`src/hdl/b64sd_pkg.sv`:
```
package b64sd_pkg;

    // Character codes of the alphabet and the pad mark
    localparam logic [7:0] CH_PAD   = 8'h3D;
    localparam logic [7:0] CH_UP_A  = 8'h41;
    localparam logic [7:0] CH_UP_Z  = 8'h5A;
    localparam logic [7:0] CH_LO_A  = 8'h61;
    localparam logic [7:0] CH_LO_Z  = 8'h7A;
    localparam logic [7:0] CH_DIG_0 = 8'h30;
    localparam logic [7:0] CH_DIG_9 = 8'h39;
    localparam logic [7:0] CH_PLUS  = 8'h2B;
    localparam logic [7:0] CH_SLASH = 8'h2F;

    localparam logic [7:0] OFS_LOWER = 8'd26;
    localparam logic [7:0] OFS_DIGIT = 8'd52;
    localparam logic [5:0] SX_PLUS   = 6'd62;
    localparam logic [5:0] SX_SLASH  = 6'd63;

    // Positions of the last character of a group and of the first pad
    localparam logic [1:0] POS_LAST = 2'd3;
    localparam logic [1:0] POS_PAD  = 2'd2;

    typedef enum logic [1:0] {
        ST_OK   = 2'd0,
        ST_LEN  = 2'd1,
        ST_CHAR = 2'd2
    } status_t;

    // One queued command: up to three result beats
    typedef struct packed {
        logic [7:0] b0;
        logic [7:0] b1;
        logic [7:0] b2;
        logic [1:0] nres;
        logic       done;
        status_t    status;
    } cmd_t;

    // Map a character to {bad, sextet}
    function automatic logic [6:0] to_sextet(input logic [7:0] c);
        logic [7:0] d;
        logic       bad;
        begin
            d   = 8'd0;
            bad = 1'b0;
            if (c >= CH_UP_A && c <= CH_UP_Z)
            begin
                d = c - CH_UP_A;
            end
            else if (c >= CH_LO_A && c <= CH_LO_Z)
            begin
                d = c - CH_LO_A + OFS_LOWER;
            end
            else if (c >= CH_DIG_0 && c <= CH_DIG_9)
            begin
                d = c - CH_DIG_0 + OFS_DIGIT;
            end
            else if (c == CH_PLUS)
            begin
                d = {2'b00, SX_PLUS};
            end
            else if (c == CH_SLASH)
            begin
                d = {2'b00, SX_SLASH};
            end
            else
            begin
                bad = 1'b1;
            end
            return {bad, d[5:0]};
        end
    endfunction

endpackage

```
`src/hdl/b64sd_front.sv`:
```
module b64sd_front (
    input  logic            clk,
    input  logic            rst_n,
    input  logic            push,
    input  logic [7:0]      enc_char,
    input  logic            final_char,
    input  logic            q_full,
    output logic            q_wr,
    output b64sd_pkg::cmd_t q_cmd
);

    logic [1:0] group_pos_reg, group_pos_next;
    logic [5:0] sx0_reg, sx0_next;
    logic [5:0] sx1_reg, sx1_next;
    logic [5:0] sx2_reg, sx2_next;
    logic       pad_seen_reg, pad_seen_next;
    logic       drop_reg, drop_next;

    logic       accept;
    logic       emit;
    logic       is_pad;
    logic [6:0] sx_dec;
    logic       bad;
    logic [5:0] sx;
    logic [7:0] b0, b1, b2;
    b64sd_pkg::cmd_t cmd;

    assign accept = push && !q_full;
    assign is_pad = (enc_char == b64sd_pkg::CH_PAD);
    assign sx_dec = b64sd_pkg::to_sextet(enc_char);
    assign bad    = sx_dec[6];
    assign sx     = sx_dec[5:0];
    assign b0     = {sx0_reg, sx1_reg[5:4]};
    assign b1     = {sx1_reg[3:0], sx2_reg[5:2]};
    assign b2     = {sx2_reg[1:0], sx};

    always_comb
    begin
        group_pos_next = group_pos_reg;
        sx0_next       = sx0_reg;
        sx1_next       = sx1_reg;
        sx2_next       = sx2_reg;
        pad_seen_next  = pad_seen_reg;
        drop_next      = drop_reg;
        emit           = 1'b0;
        cmd.b0         = 8'd0;
        cmd.b1         = 8'd0;
        cmd.b2         = 8'd0;
        cmd.nres       = 2'd1;
        cmd.done       = 1'b1;
        cmd.status     = b64sd_pkg::ST_OK;

        if (drop_reg)
        begin
            // drop until the final character of the failed stream
            if (final_char)
            begin
                drop_next = 1'b0;
            end
        end
        else if ((final_char && group_pos_reg != b64sd_pkg::POS_LAST)
                 || (!is_pad && bad)
                 || (is_pad && group_pos_reg < b64sd_pkg::POS_PAD)
                 || (is_pad && group_pos_reg == b64sd_pkg::POS_LAST && !final_char)
                 || (!is_pad && pad_seen_reg))
        begin
            emit       = 1'b1;
            cmd.status = (final_char && group_pos_reg != b64sd_pkg::POS_LAST)
                         ? b64sd_pkg::ST_LEN : b64sd_pkg::ST_CHAR;
            drop_next  = !final_char;
            group_pos_next = 2'd0;
            pad_seen_next  = 1'b0;
            sx0_next = 6'd0;
            sx1_next = 6'd0;
            sx2_next = 6'd0;
        end
        else if (is_pad && group_pos_reg == b64sd_pkg::POS_PAD)
        begin
            pad_seen_next  = 1'b1;
            group_pos_next = b64sd_pkg::POS_LAST;
        end
        else if (group_pos_reg != b64sd_pkg::POS_LAST)
        begin
            case (group_pos_reg)
                2'd0:    sx0_next = sx;
                2'd1:    sx1_next = sx;
                default: sx2_next = sx;
            endcase
            group_pos_next = group_pos_reg + 2'd1;
        end
        else
        begin
            // group complete: one, two or three octets
            emit   = 1'b1;
            cmd.b0 = b0;
            cmd.b1 = b1;
            cmd.b2 = b2;
            if (is_pad)
            begin
                cmd.nres = pad_seen_reg ? 2'd1 : 2'd2;
                cmd.done = 1'b1;
            end
            else
            begin
                cmd.nres = 2'd3;
                cmd.done = final_char;
            end
            group_pos_next = 2'd0;
            pad_seen_next  = 1'b0;
            sx0_next = 6'd0;
            sx1_next = 6'd0;
            sx2_next = 6'd0;
        end
    end

    always_ff @(posedge clk or negedge rst_n)
    begin
        if (!rst_n)
        begin
            group_pos_reg <= 2'd0;
            sx0_reg       <= 6'd0;
            sx1_reg       <= 6'd0;
            sx2_reg       <= 6'd0;
            pad_seen_reg  <= 1'b0;
            drop_reg      <= 1'b0;
        end
        else if (accept)
        begin
            group_pos_reg <= group_pos_next;
            sx0_reg       <= sx0_next;
            sx1_reg       <= sx1_next;
            sx2_reg       <= sx2_next;
            pad_seen_reg  <= pad_seen_next;
            drop_reg      <= drop_next;
        end
    end

    assign q_wr  = accept && emit;
    assign q_cmd = cmd;

endmodule

```
`src/hdl/b64sd_fifo.sv`:
```
module b64sd_fifo #(
    parameter int DEPTH = 4
) (
    input  logic            clk,
    input  logic            rst_n,
    input  logic            wr,
    input  b64sd_pkg::cmd_t wr_cmd,
    input  logic            rd,
    output b64sd_pkg::cmd_t rd_cmd,
    output logic            full,
    output logic            empty
);

    localparam int PW = (DEPTH > 1) ? $clog2(DEPTH) : 1;
    localparam int CW = $clog2(DEPTH + 1);
    localparam logic [PW-1:0] PTR_MAX = PW'(DEPTH - 1);
    localparam logic [CW-1:0] CNT_MAX = CW'(DEPTH);

    b64sd_pkg::cmd_t mem [DEPTH];
    logic [PW-1:0] wr_ptr_reg, wr_ptr_next;
    logic [PW-1:0] rd_ptr_reg, rd_ptr_next;
    logic [CW-1:0] count_reg, count_next;
    logic          do_wr, do_rd;

    assign full   = (count_reg == CNT_MAX);
    assign empty  = (count_reg == '0);
    assign do_wr  = wr && !full;
    assign do_rd  = rd && !empty;
    assign rd_cmd = mem[rd_ptr_reg];

    always_comb
    begin
        wr_ptr_next = wr_ptr_reg;
        rd_ptr_next = rd_ptr_reg;
        count_next  = count_reg;
        if (do_wr)
        begin
            wr_ptr_next = (wr_ptr_reg == PTR_MAX) ? '0 : wr_ptr_reg + 1'b1;
        end
        if (do_rd)
        begin
            rd_ptr_next = (rd_ptr_reg == PTR_MAX) ? '0 : rd_ptr_reg + 1'b1;
        end
        if (do_wr && !do_rd)
        begin
            count_next = count_reg + 1'b1;
        end
        else if (do_rd && !do_wr)
        begin
            count_next = count_reg - 1'b1;
        end
    end

    always_ff @(posedge clk)
    begin
        if (do_wr)
        begin
            mem[wr_ptr_reg] <= wr_cmd;
        end
    end

    always_ff @(posedge clk or negedge rst_n)
    begin
        if (!rst_n)
        begin
            wr_ptr_reg <= '0;
            rd_ptr_reg <= '0;
            count_reg  <= '0;
        end
        else
        begin
            wr_ptr_reg <= wr_ptr_next;
            rd_ptr_reg <= rd_ptr_next;
            count_reg  <= count_next;
        end
    end

endmodule

```
`src/hdl/b64sd_back.sv`:
```
module b64sd_back (
    input  logic            clk,
    input  logic            rst_n,
    input  logic            q_empty,
    input  b64sd_pkg::cmd_t q_cmd,
    output logic            q_rd,
    input  logic            pop,
    output logic            empty,
    output logic [7:0]      data_byte,
    output logic            byte_valid,
    output logic            run_last,
    output logic            stream_done,
    output logic [1:0]      status
);

    b64sd_pkg::cmd_t cur_reg;
    logic [1:0]      idx_reg, idx_next;
    logic            valid_reg, valid_next;
    logic            last_beat;
    logic            advance;

    assign last_beat = (idx_reg == cur_reg.nres - 2'd1);
    assign advance   = !valid_reg || (pop && last_beat);
    assign q_rd      = advance && !q_empty;

    always_comb
    begin
        idx_next   = idx_reg;
        valid_next = valid_reg;
        if (advance)
        begin
            idx_next   = 2'd0;
            valid_next = !q_empty;
        end
        else if (pop)
        begin
            idx_next = idx_reg + 2'd1;
        end
    end

    always_ff @(posedge clk or negedge rst_n)
    begin
        if (!rst_n)
        begin
            idx_reg   <= 2'd0;
            valid_reg <= 1'b0;
        end
        else
        begin
            idx_reg   <= idx_next;
            valid_reg <= valid_next;
        end
    end

    always_ff @(posedge clk)
    begin
        if (q_rd)
        begin
            cur_reg <= q_cmd;
        end
    end

    always_comb
    begin
        case (idx_reg)
            2'd0:    data_byte = cur_reg.b0;
            2'd1:    data_byte = cur_reg.b1;
            default: data_byte = cur_reg.b2;
        endcase
    end

    assign empty       = !valid_reg;
    assign byte_valid  = (cur_reg.status == b64sd_pkg::ST_OK);
    assign run_last    = last_beat;
    assign stream_done = last_beat && cur_reg.done;
    assign status      = cur_reg.status;

endmodule

```
`src/hdl/base64_stream_decoder.sv`:
```
// Base64 stream decoder, standard alphabet with strict padding. Push one
// encoded character per beat, with final_char set on the last character of
// a stream; pop decoded octets from the result side. Each complete group of
// four characters yields three beats (two or one for a final group ending in
// "=" or "=="); a bad character or a stream whose length is not a multiple
// of four yields a single beat with byte_valid low, stream_done high and a
// nonzero status, and the rest of that stream is dropped up to its final
// character. Rate: one character per clock in while not full, and one result
// beat per clock out while popped with beats waiting. The front classifies a
// character in the cycle it is accepted and writes one command per finished
// group or error into a FIFO_DEPTH-entry command queue; the back expands a
// command into its beats from an output register. With the back idle, the
// edge that accepts a character writes its command into the queue, and the
// back loads it into the output register on the ports. full rises only when
// the command queue is full, so input keeps flowing while results await pop.
module base64_stream_decoder #(
    parameter int FIFO_DEPTH = 4
) (
    input  logic       clk,
    input  logic       rst_n,
    input  logic       push,
    output logic       full,
    input  logic [7:0] enc_char,
    input  logic       final_char,
    output logic       empty,
    input  logic       pop,
    output logic [7:0] data_byte,
    output logic       byte_valid,
    output logic       run_last,
    output logic       stream_done,
    output logic [1:0] status
);

    b64sd_pkg::cmd_t wr_cmd;
    b64sd_pkg::cmd_t rd_cmd;
    logic            q_wr;
    logic            q_rd;
    logic            q_empty;

    // Front: classify characters, track group position, build commands
    b64sd_front u_front (
        .clk        (clk),
        .rst_n      (rst_n),
        .push       (push),
        .enc_char   (enc_char),
        .final_char (final_char),
        .q_full     (full),
        .q_wr       (q_wr),
        .q_cmd      (wr_cmd)
    );

    // Command queue between front and back
    b64sd_fifo #(
        .DEPTH (FIFO_DEPTH)
    ) u_fifo (
        .clk    (clk),
        .rst_n  (rst_n),
        .wr     (q_wr),
        .wr_cmd (wr_cmd),
        .rd     (q_rd),
        .rd_cmd (rd_cmd),
        .full   (full),
        .empty  (q_empty)
    );

    // Back: hold one command and advance through its beats
    b64sd_back u_back (
        .clk         (clk),
        .rst_n       (rst_n),
        .q_empty     (q_empty),
        .q_cmd       (rd_cmd),
        .q_rd        (q_rd),
        .pop         (pop),
        .empty       (empty),
        .data_byte   (data_byte),
        .byte_valid  (byte_valid),
        .run_last    (run_last),
        .stream_done (stream_done),
        .status      (status)
    );

`ifndef SYNTH
    // An error beat stands alone and ends the stream
    assert property (@(posedge clk) disable iff (!rst_n)
        (!empty && status != b64sd_pkg::ST_OK) |->
            (run_last && stream_done && !byte_valid))
        else $error("error beat not single and final");

    // Only the last beat of a command may close the stream
    assert property (@(posedge clk) disable iff (!rst_n)
        (!empty && stream_done) |-> run_last)
        else $error("stream_done before last beat");

    // A full queue means the back stage is already holding a command
    assert property (@(posedge clk) disable iff (!rst_n)
        full |-> !empty)
        else $error("queue full while output stage idle");

    // A beat not taken stays put
    assert property (@(posedge clk) disable iff (!rst_n)
        (!empty && !pop) |=> (!empty && $stable(data_byte) && $stable(status)))
        else $error("waiting beat changed");
`endif

endmodule

```
`config.mk`:
```
export PLATFORM = sky130hd
export DESIGN_NAME = base64_stream_decoder
export DESIGN_NICKNAME = d
export VERILOG_FILES = /design/src/hdl/b64sd_pkg.sv /design/src/hdl/b64sd_front.sv /design/src/hdl/b64sd_fifo.sv /design/src/hdl/b64sd_back.sv /design/src/hdl/base64_stream_decoder.sv
export SDC_FILE = /design/constraint.sdc
export NUM_CORES = 1
export LEC_CHECK = 0
export ABC_AREA = 0
export BUFFER_PORTS_ARGS = -buffer_cell sky130_fd_sc_hd__buf_4
export CAP_MARGIN = 20
export CORE_AREA = 2 2 142 116
export CTS_CLUSTER_SIZE = 8
export DETAILED_ROUTE_END_ITERATION = 6
export DIE_AREA = 0 0 144 118
export PLACE_DENSITY = 0.66
export SKIP_CTS_REPAIR_TIMING = 1
export SLEW_MARGIN = 40
export SYNTH_ARGS = -nofsm -noshare
export SYNTH_HDL_FRONTEND = slang
export SYNTH_SLANG_ARGS = --single-unit
```
`constraint.sdc`:
```
create_clock -name clk -period 3.51 [get_ports clk]
set_clock_uncertainty 0.1 [all_clocks]
set_input_delay 0.5265 -clock clk [delete_from_list [all_inputs] [get_ports clk]]
set_output_delay 0.5265 -clock clk [all_outputs]
set_load 0.03 [all_outputs]
```
==> impl_metrics.yaml <==
status:
  status: "completed"
timing:
  tightest_slew_ps: 795.0
  hold_viol_final: 0
  relSlewSlack_pct: 47.00
  finalCritPeriodShare_pct: 85.51
  slew_violations: 0
  setup_tns_ps: 0
  setup_violations: 0
  fmax_mhz: 333.2
  rsz0062_at_grt: "false"
  period_minus_slack_ps: 3001
grt:
  grt_first_pass_wirelength_um: 23030
  track_usage_pct: 18.14
  antenna_found_initial: 0
  grt_pass1_vias: 4131
  grt_overflow_total: 0
  grt_max_degree: 33
layout:
  area_delta_synth_final_pct: 14.46
  nFillCells: 1209
  n_antenna_cell: 0
  drive_gt1_share_pct: 24.15
  largest_reg_flops: 116
  fin_area_um2: 8783
  layout.cells.non_filler: 745
  layout.nets: 552
synth:
  yosysWarnings: 0
  syn_area_um2: 7674
  synth_cells: 469
  synth_edf_count: 145
  yosysTopAreaCell: "edfxtp_1"
  netlist.area_leader.share_pct: 56.74
  synthArstFlopShare_pct: 18.08
  ys_types: 58
  ys_seq_elements: 177
  ys_top_cells_by_area: "edfxtp_1 57%, dfrtp_1 10%, mux4_2 8.5%, ha_1 3.4%, o2bb2ai_1 2.1%"
  yosysMostFrequentCell: "edfxtp_1"
  synth_ff_type: "edfxtp_1"
  synth_nets: 504
  synth-seq-area-share_pct: 67.18
  synthTopCellsByCount: "145 x edfxtp_1, 32 x dfrtp_1, 29 x mux4_2, 29 x nand2_1, 25 x nor2_1"
  syn_avg_cell_area_um2: 16.36
floorplan:
  rows: 41
  die_y_um: 118
  die_w_um: 144
  core-area_um2: 15540
  io_pins: 28
  dieArea_um2: 16990
  start_util_pct: 49.37
detailed_routing:
  routedWlPerCell_um: 19.01
  drt_first_pass_iters: 6
  vias: 4039
  viasPerCell: 5.421
  drt_iter0_markers: 304
  drcViolationCount: 0
  finalWirelength_um: 14160
  postRouteAntennaNets: 0
clocking:
  clk_latency_ps: 420
  cts_buffers: 17
  cts_sinks: 177
  cts_tree: "done"
  htree_levels: 4
  clk_pin_slew_ps: 70
  root_buffer: "clkbuf_16"
  cts_buffer_depth: 2
worst_setup_path:
  critPathMaxFanout: 10
  rr_endpoint: "u_fifo.count_reg[2]"
  r2r_cells: 11
  crit_start: "enc_char[2]"
  critPathLaunchType: "input port"
  worstPathRequired_ps: 3750
  end_kind: "flip-flop"
  crit_arrival_ps: 3240
  critical_path_class: "input port to flip-flop"
  r2r-start: "u_fifo.count_reg[2]"
  r2r_setup_slack_ps: 780
power_and_ir_drop:
  p_sw_share_pct: 31.27
  internal_power_mw: 4.508
  switching_power_mw: 2.051
  pwr-share-seq_pct: 45.9
  p_comb_share_pct: 28.3
  leakagePower_nw: 3.123
  p_per_area_nw_per_um2: 746.8
  ir_drop_mv: 0.3013
  finalPower_mw: 6.559
  power_frac_clock_pct: 25.8
placed_design:
  dp_cells: 712
  routabilityCongestion: 0.8436
  place_area_um2: 8243
  port_buffers: 27
  place_hpwl_um: 9393
min_path:
  min_to: "u_back.idx_reg[0]"
  min_path_type: "input port to flip-flop"
  min_path_cells: 3
  min-delay-start: "pop"
job:
  maxCapViolCount: 0
[how the worst max path moves through the flow]
stage / endpoint / slack (ps)
CTS: u_fifo.count_reg[2] / 520
finish: u_fifo.count_reg[2] / 510
global placement: u_fifo.count_reg[2] / 190
detailed placement: u_fifo.count_reg[2] / 80
global route: u_fifo.count_reg[2] / 220
floorplan: u_fifo.count_reg[1] / 240
[final cells by class]
cell class | count | area [um^2] | area share, %
clock buffer | 19 | 442.9 | 5.043
clock inverter | 13 | 87.58 | 0.9972
inverter | 18 | 67.56 | 0.7692
multi-input combinational | 260 | 2396 | 27.28
sequential | 177 | 5157 | 58.72
tap | 215 | 269.0 | 3.063
timing repair buffer | 43 | 362.8 | 4.131
[worst max-delay path, stage by stage]
cell      delay [ps]
buf_4            150
inv_1            110
ha_1             260
a21oi_1           90
a311oi_1         350
or3_1            290
a21oi_4           90
a21oi_4          200
ha_1             220
inv_1             70
fa_1             430
xor2_1           170
nor2_1           130
xor2_1           180
[stage by stage]
stage / util [%] / worst slack, ps / hold slack [ps]
global placement: 53.03 / 187.3 / 371.7
floorplan: - / 244.7 / 130.9
global route: 56.51 / 216.4 / 345.7
finish: 56.51 / 508.8 / 345.4
detailed placement: 53.03 / 76.77 / 374.0
CTS: 56.44 / 517.7 / -61.23
[logic make-up (layout without fill, tap and decap cells)]
group | after synthesis | after routing | synth area share, %
muxes | 34 | 34 | 9.245
DFF | 177 | 177 | 67.18
xor gates and xnor gates | 9 | 9 | 1.027
adders and majority gates | 22 | 22 | 3.685
and+or+nand+nor | 110 | 110 | 7.664
AOI/OAI and AO/OA | 85 | 85 | 9.457
buffers and inverters | 32 | 93 | 1.745
[power groups by stage]
stage          Combinational (mW)  Sequential (mW)  Clock (mW)
3_3_place_gp                 1.86             3.05           0
2_1_floorplan                1.41             2.90           0
5_1_grt                      2.04             3.06        1.82
3_5_place_dp                 1.89             3.06           0
6_report                     1.86             3.01        1.69
4_1_cts                      1.89             3.02        1.73
[layout by cell type (no fill, tap or decap), types with 3 or more instances in the layout]
cell type  synthesis  layout
ha_1              21      21
and2_1            24      24
o2bb2ai_1         18      18
nand3b_1           4       4
a41o_1             3       3
inv_6              0       3
inv_1             17      17
clkinv_1           0       3
o2111ai_2          3       3
o21ai_0           12      11
dfrtp_1           32      30
nand2b_1           3       3
clkbuf_16          0      17
o41ai_4            3       3
nor2_1            25      25
mux4_2            29      29
xor2_1             4       4
clkinv_2           0       3
nand2_1           29      29
a21oi_1           19      18
edfxtp_1         145     145
xnor2_1            5       5
buf_4              3      39
mux2_2             3       3
a21oi_4            3       4
buf_12             0       3
a22oi_1           10      10
nor2b_1            5       5
[routing by layer]
| layer | global-route usage (%) | part of all wire (%) | up-vias |
|---|---|---|---|
| met5 | 0 | 0 | - |
| met4 | 4.779 | 0.52 | 0 |
| met3 | 3.784 | 4.6 | 4 |
| met2 | 27.38 | 47 | 88 |
| met1 | 27.05 | 48 | 2031 |
| li1 | - | - | 1916 |
Note: power is estimated with default switching activity, not from simulation.
